[src/rtl/core/bsm_pkg.sv]
// Shared types and constants for the block sparse matrix-vector multiplier.
`default_nettype none

package bsm_pkg;

   localparam int unsigned MaxBlockCols = 1024;
   localparam int unsigned BlockSize    = 5;
   localparam int unsigned DataW        = 32;
   localparam int unsigned AccW         = 48;
   localparam int unsigned ProdW        = 64;
   localparam int unsigned RowW         = 10;
   localparam int unsigned FracW        = 16;

   typedef enum logic [1:0] {
      REQ_WRITE   = 2'd0,
      REQ_COLUMN  = 2'd1,
      REQ_ROW_END = 2'd2
   } req_kind_type;

   typedef logic signed [DataW-1:0] data_type;
   typedef logic [RowW-1:0]         row_type;

   // Per-lane control: advance moves the multiply stage, add/emit qualify the
   // accumulate stage.
   typedef struct packed {
      logic advance;
      logic add;
      logic emit;
   } lane_ctl_type;

endpackage

`default_nettype wire

[src/rtl/core/bsm_mac_lane.sv]
// One row lane: registered Q16.16 multiply, then saturating 48-bit accumulate.
`default_nettype none

module bsm_mac_lane import bsm_pkg::*; (
   input  wire logic         clock,
   input  wire logic         reset,
   input  wire lane_ctl_type ctl,
   input  wire data_type     mul_x,
   input  wire data_type     mul_m,
   output      data_type     sum_sat
);

   localparam logic signed [AccW-1:0] AccMax = {1'b0, {(AccW-1){1'b1}}};
   localparam logic signed [AccW-1:0] AccMin = {1'b1, {(AccW-1){1'b0}}};
   localparam data_type OutMax = {1'b0, {(DataW-1){1'b1}}};
   localparam data_type OutMin = {1'b1, {(DataW-1){1'b0}}};

   logic signed [ProdW-1:0] prod_ff, prod_in;
   logic signed [AccW-1:0]  acc_ff, acc_in;
   logic signed [AccW-1:0]  term;
   logic signed [AccW:0]    sum;
   logic signed [AccW-1:0]  acc_sat;

   assign prod_in = ProdW'(mul_x) * ProdW'(mul_m);

   always_ff @(posedge clock) begin
      if (ctl.advance) begin
         prod_ff <= prod_in;
      end
   end

   // arithmetic shift is floor division by 2^16
   assign term = ctl.add ? AccW'(prod_ff >>> FracW) : '0;
   assign sum  = (AccW+1)'(acc_ff) + (AccW+1)'(term);

   always_comb begin
      if (sum[AccW] != sum[AccW-1]) begin
         acc_sat = sum[AccW] ? AccMin : AccMax;
      end else begin
         acc_sat = sum[AccW-1:0];
      end
      // 32-bit clamp taken straight from the unsaturated sum
      if ((&sum[AccW:DataW-1]) || !(|sum[AccW:DataW-1])) begin
         sum_sat = sum[DataW-1:0];
      end else begin
         sum_sat = sum[AccW] ? OutMin : OutMax;
      end
   end

   assign acc_in = ctl.emit ? '0 : acc_sat;

   always_ff @(posedge clock) begin
      if (reset) begin
         acc_ff <= '0;
      end else if (ctl.advance) begin
         acc_ff <= acc_in;
      end
   end

endmodule

`default_nettype wire

[config.mk]
export PLATFORM = sky130hd
export DESIGN_NAME = bsm_mac_lane
export DESIGN_NICKNAME = d
export VERILOG_FILES = /design/src/rtl/core/bsm_pkg.sv /design/src/rtl/core/bsm_mac_lane.sv
export SDC_FILE = /design/constraint.sdc
export NUM_CORES = 2
export LEC_CHECK = 0
export BUFFER_PORTS_ARGS = -buffer_cell sky130_fd_sc_hd__buf_2
export CAP_MARGIN = 10
export CORE_ASPECT_RATIO = 0.7
export CORE_MARGIN = 4
export CORE_UTILIZATION = 48
export DETAILED_ROUTE_END_ITERATION = 12
export GPL_TIMING_DRIVEN = 1
export PLACE_DENSITY_LB_ADDON = 0.3
export SETUP_SLACK_MARGIN = 0.2
export SYNTH_ARGS = -nofsm -noshare
export SYNTH_HDL_FRONTEND = slang
export SYNTH_SLANG_ARGS = --single-unit
[constraint.sdc]
create_clock -name clock -period 17.2 [get_ports clock]
set_clock_uncertainty 0.1 [all_clocks]
set_input_delay 0.86 -clock clock [delete_from_list [all_inputs] [get_ports clock]]
set_output_delay 0.86 -clock clock [all_outputs]
set_load 0.005 [all_outputs]
==> impl_metrics.json <==
{
  "status": "completed",
  "syn2layout_area_growth_pct": 3.783,
  "die_area_um2": 92030,
  "avgSynthCellArea_um2": 9.294,
  "hold_class": "reg2reg",
  "worstMarginPinSlew_ns": 1.083,
  "clock_path_buffers": 2,
  "wire_per_inst_um": 19.50,
  "hold_buffers": 0,
  "grt_pass1_vias": 31560,
  "clk-insertion-delay-late_ns": 0.37,
  "dp_hpwl_um": 87780,
  "numCtsBuffers": 9,
  "start_kind": "input port",
  "synth_area_leader_cell": "fa_1",
  "worstSetupPathType": "in2reg",
  "postCtsSetupBuffers": 0,
  "setup-violations-final": 0,
  "layout_common_cells": "1082 x fa_1, 952 x inv_1, 598 x nand2_1, 559 x and2_1, 230 x ha_1",
  "ys_ff_latch": 96,
  "grt_pass1_wl_um": 177100,
  "clock-sinks": 96,
  "rr_startpoint": "prod_ff[16]$_DFFE_PP_",
  "layout-drive-gt1-share_pct": 3.876,
  "ioPinCount": 101,
  "max-cap-violations": 0,
  "wl_um": 108600,
  "synthTopCellsByArea": "fa_1 52%, inv_1 8.5%, and2_1 8.4%",
  "fillers": 8134,
  "crit_fanout": 32,
  "grt_max_degree": 52,
  "cts-root-buf": "clkbuf_16",
  "synth_edf_count": 48,
  "core_um2": 86260,
  "min_from": "acc_ff[3]$_SDFFE_PP0P_",
  "antenna_found_initial": 6,
  "gp_congestion": 0.8940,
  "synth.top_cell.area_share_pct": 51.77,
  "slew_headroom_pct": 27.73,
  "port_buffers": 100,
  "r2r_slack_ns": 12.08,
  "cts_resized": 0,
  "clkTransAtPathRegs_ns": 0.07,
  "rr_endpoint": "acc_ff[29]$_SDFFE_PP0P_",
  "num_vias": 29508,
  "min_period_over_period_pct": 53.19,
  "drc": 0,
  "worst_setup_path_end_kind": "flip-flop",
  "die_x_um": 360.9,
  "ys_seq_area_share_pct": 5.742,
  "synth.distinct_cells": 69,
  "grt_util_all_layers_pct": 24.38,
  "firstDrtPassIters": 5,
  "maxSlewViolCount": 0,
  "max_freq_mhz": 109.3,
  "multiInputGateArea_um2": 34940,
  "cts_tree": "yes",
  "worst_r2r_path_depth": 15,
  "crit_start": "mul_x[14]",
  "dr.first_iter.drc_count": 2068,
  "rsz0062_at_grt": "false",
  "drtAntennaViolNets": 0,
  "start_util_pct": 48.51,
  "ys.flop_type": "edfxtp_1",
  "synth_area_um2": 41840,
  "rows": 90,
  "nets": 5788,
  "crit_required_ns": 17.21,
  "min_to": "acc_ff[3]$_SDFFE_PP0P_",
  "hold_viol": 0,
  "vias_per_cell": 5.301,
  "die_h_um": 255.0,
  "synthesis.nets": 5883,
  "hold_depth": 2,
  "htree_levels": 3,
  "final_common_cell": "fa_1",
  "yosysWarnings": 0,
  "fin_crit_ns": 9.148,
  "syn_inst": 4502,
  "gr-total-overflow": 0,
  "synthArstFlopShare_pct": 0,
  "tns_ns": 0,
  "seq_area_um2": 2402,
  "crit_arrival_ns": 9.16
}
-- worst max-delay path by stage --
stage	cells after the start	slack, ns	end
6_report	26	8.05	prod_ff[61]$_DFFE_PP_
5_1_grt	25	7.52	prod_ff[61]$_DFFE_PP_
4_1_cts	28	8.12	prod_ff[61]$_DFFE_PP_
3_5_place_dp	28	7.77	prod_ff[61]$_DFFE_PP_
3_3_place_gp	28	7.77	prod_ff[61]$_DFFE_PP_
2_1_floorplan	23	8.73	prod_ff[61]$_DFFE_PP_
-- metal layers --
metal | global-route usage, % | share of wire (%) | vias to the layer above
li1 | - | - | 13080
met1 | 36.26 | 46 | 15337
met2 | 38.37 | 46 | 950
met3 | 3.621 | 6.5 | 139
met4 | 5.222 | 2.1 | 2
met5 | 0 | 0.0064 | -
-- worst max-delay path: stages --
cell	delay, ns
buf_2	0.69
nand2_1	0.17
fa_1	0.46
fa_1	0.53
fa_1	0.46
fa_1	0.55
inv_1	0.05
fa_1	0.50
inv_1	0.06
fa_1	0.52
inv_1	0.05
fa_1	0.53
fa_1	0.43
ha_1	0.35
o21ai_0	0.17
nand2b_1	0.07
a32oi_1	0.44
nand4_1	0.38
nand3_1	0.25
nand2_1	0.16
a21oi_1	0.37
o31ai_1	0.19
a21oi_1	0.30
nor3_1	0.10
a2111oi_0	0.42
nor2_1	0.08
-- kinds of logic (layout without fill, tap and decap cells) --
group / Yosys count / in the layout / synth area share, %
simple gates: 1428 / 1428 / 17.16
compound gates: 373 / 373 / 5.535
other cells: 0 / 5 / 0
mux: 4 / 4 / 0.1017
fa+ha+maj: 1312 / 1312 / 58.65
flops: 96 / 96 / 5.742
buf+inv: 1192 / 1102 / 10.79
xor+xnor: 97 / 97 / 2.031
-- cell type report --
class | count | area share [%]
clock buffers | 9 | 0.5187
inverters | 952 | 8.229
multi-input cells | 3214 | 80.46
repair buffers | 134 | 1.740
diodes | 5 | 0.02881
flip-flops and latches | 96 | 5.532
well taps | 1150 | 3.314
clock inverters | 7 | 0.1786
-- stage by stage --
stage / setup WS, ns / util [%] / area, um2 / hold WS (ns) / cells
floorplan: 8.734 / - / 41840 / 0.3315 / 4502
global placement: 7.768 / 49.98 / 43110 / 0.3440 / 5546
detailed placement: 7.766 / 49.98 / 43110 / 0.3509 / 5546
CTS: 8.125 / 50.33 / 43410 / 0.3700 / 5562
global route: 7.524 / 50.33 / 43410 / 0.3834 / 5562
finish: 8.052 / 50.34 / 43420 / 0.3622 / 5567
-- cells in the mapped netlist (31+ instances only) --
master	n
fa_1	1082
a21oi_1	92
a21o_1	37
nand2_1	598
xnor2_1	57
nor2_1	111
nor2b_1	42
dfxtp_1	48
inv_1	952
ha_1	230
o21ai_0	104
o21ai_1	31
clkbuf_1	225
and2_1	559
edfxtp_1	48
xor2_1	40
-- state kept, by name, indices dropped and copies added (netlist names) --
name     count
acc_ff      48
prod_ff     48
Power is not shown: default switching activity piles up to over one toggle a cycle in this logic, so the estimate is an artifact.
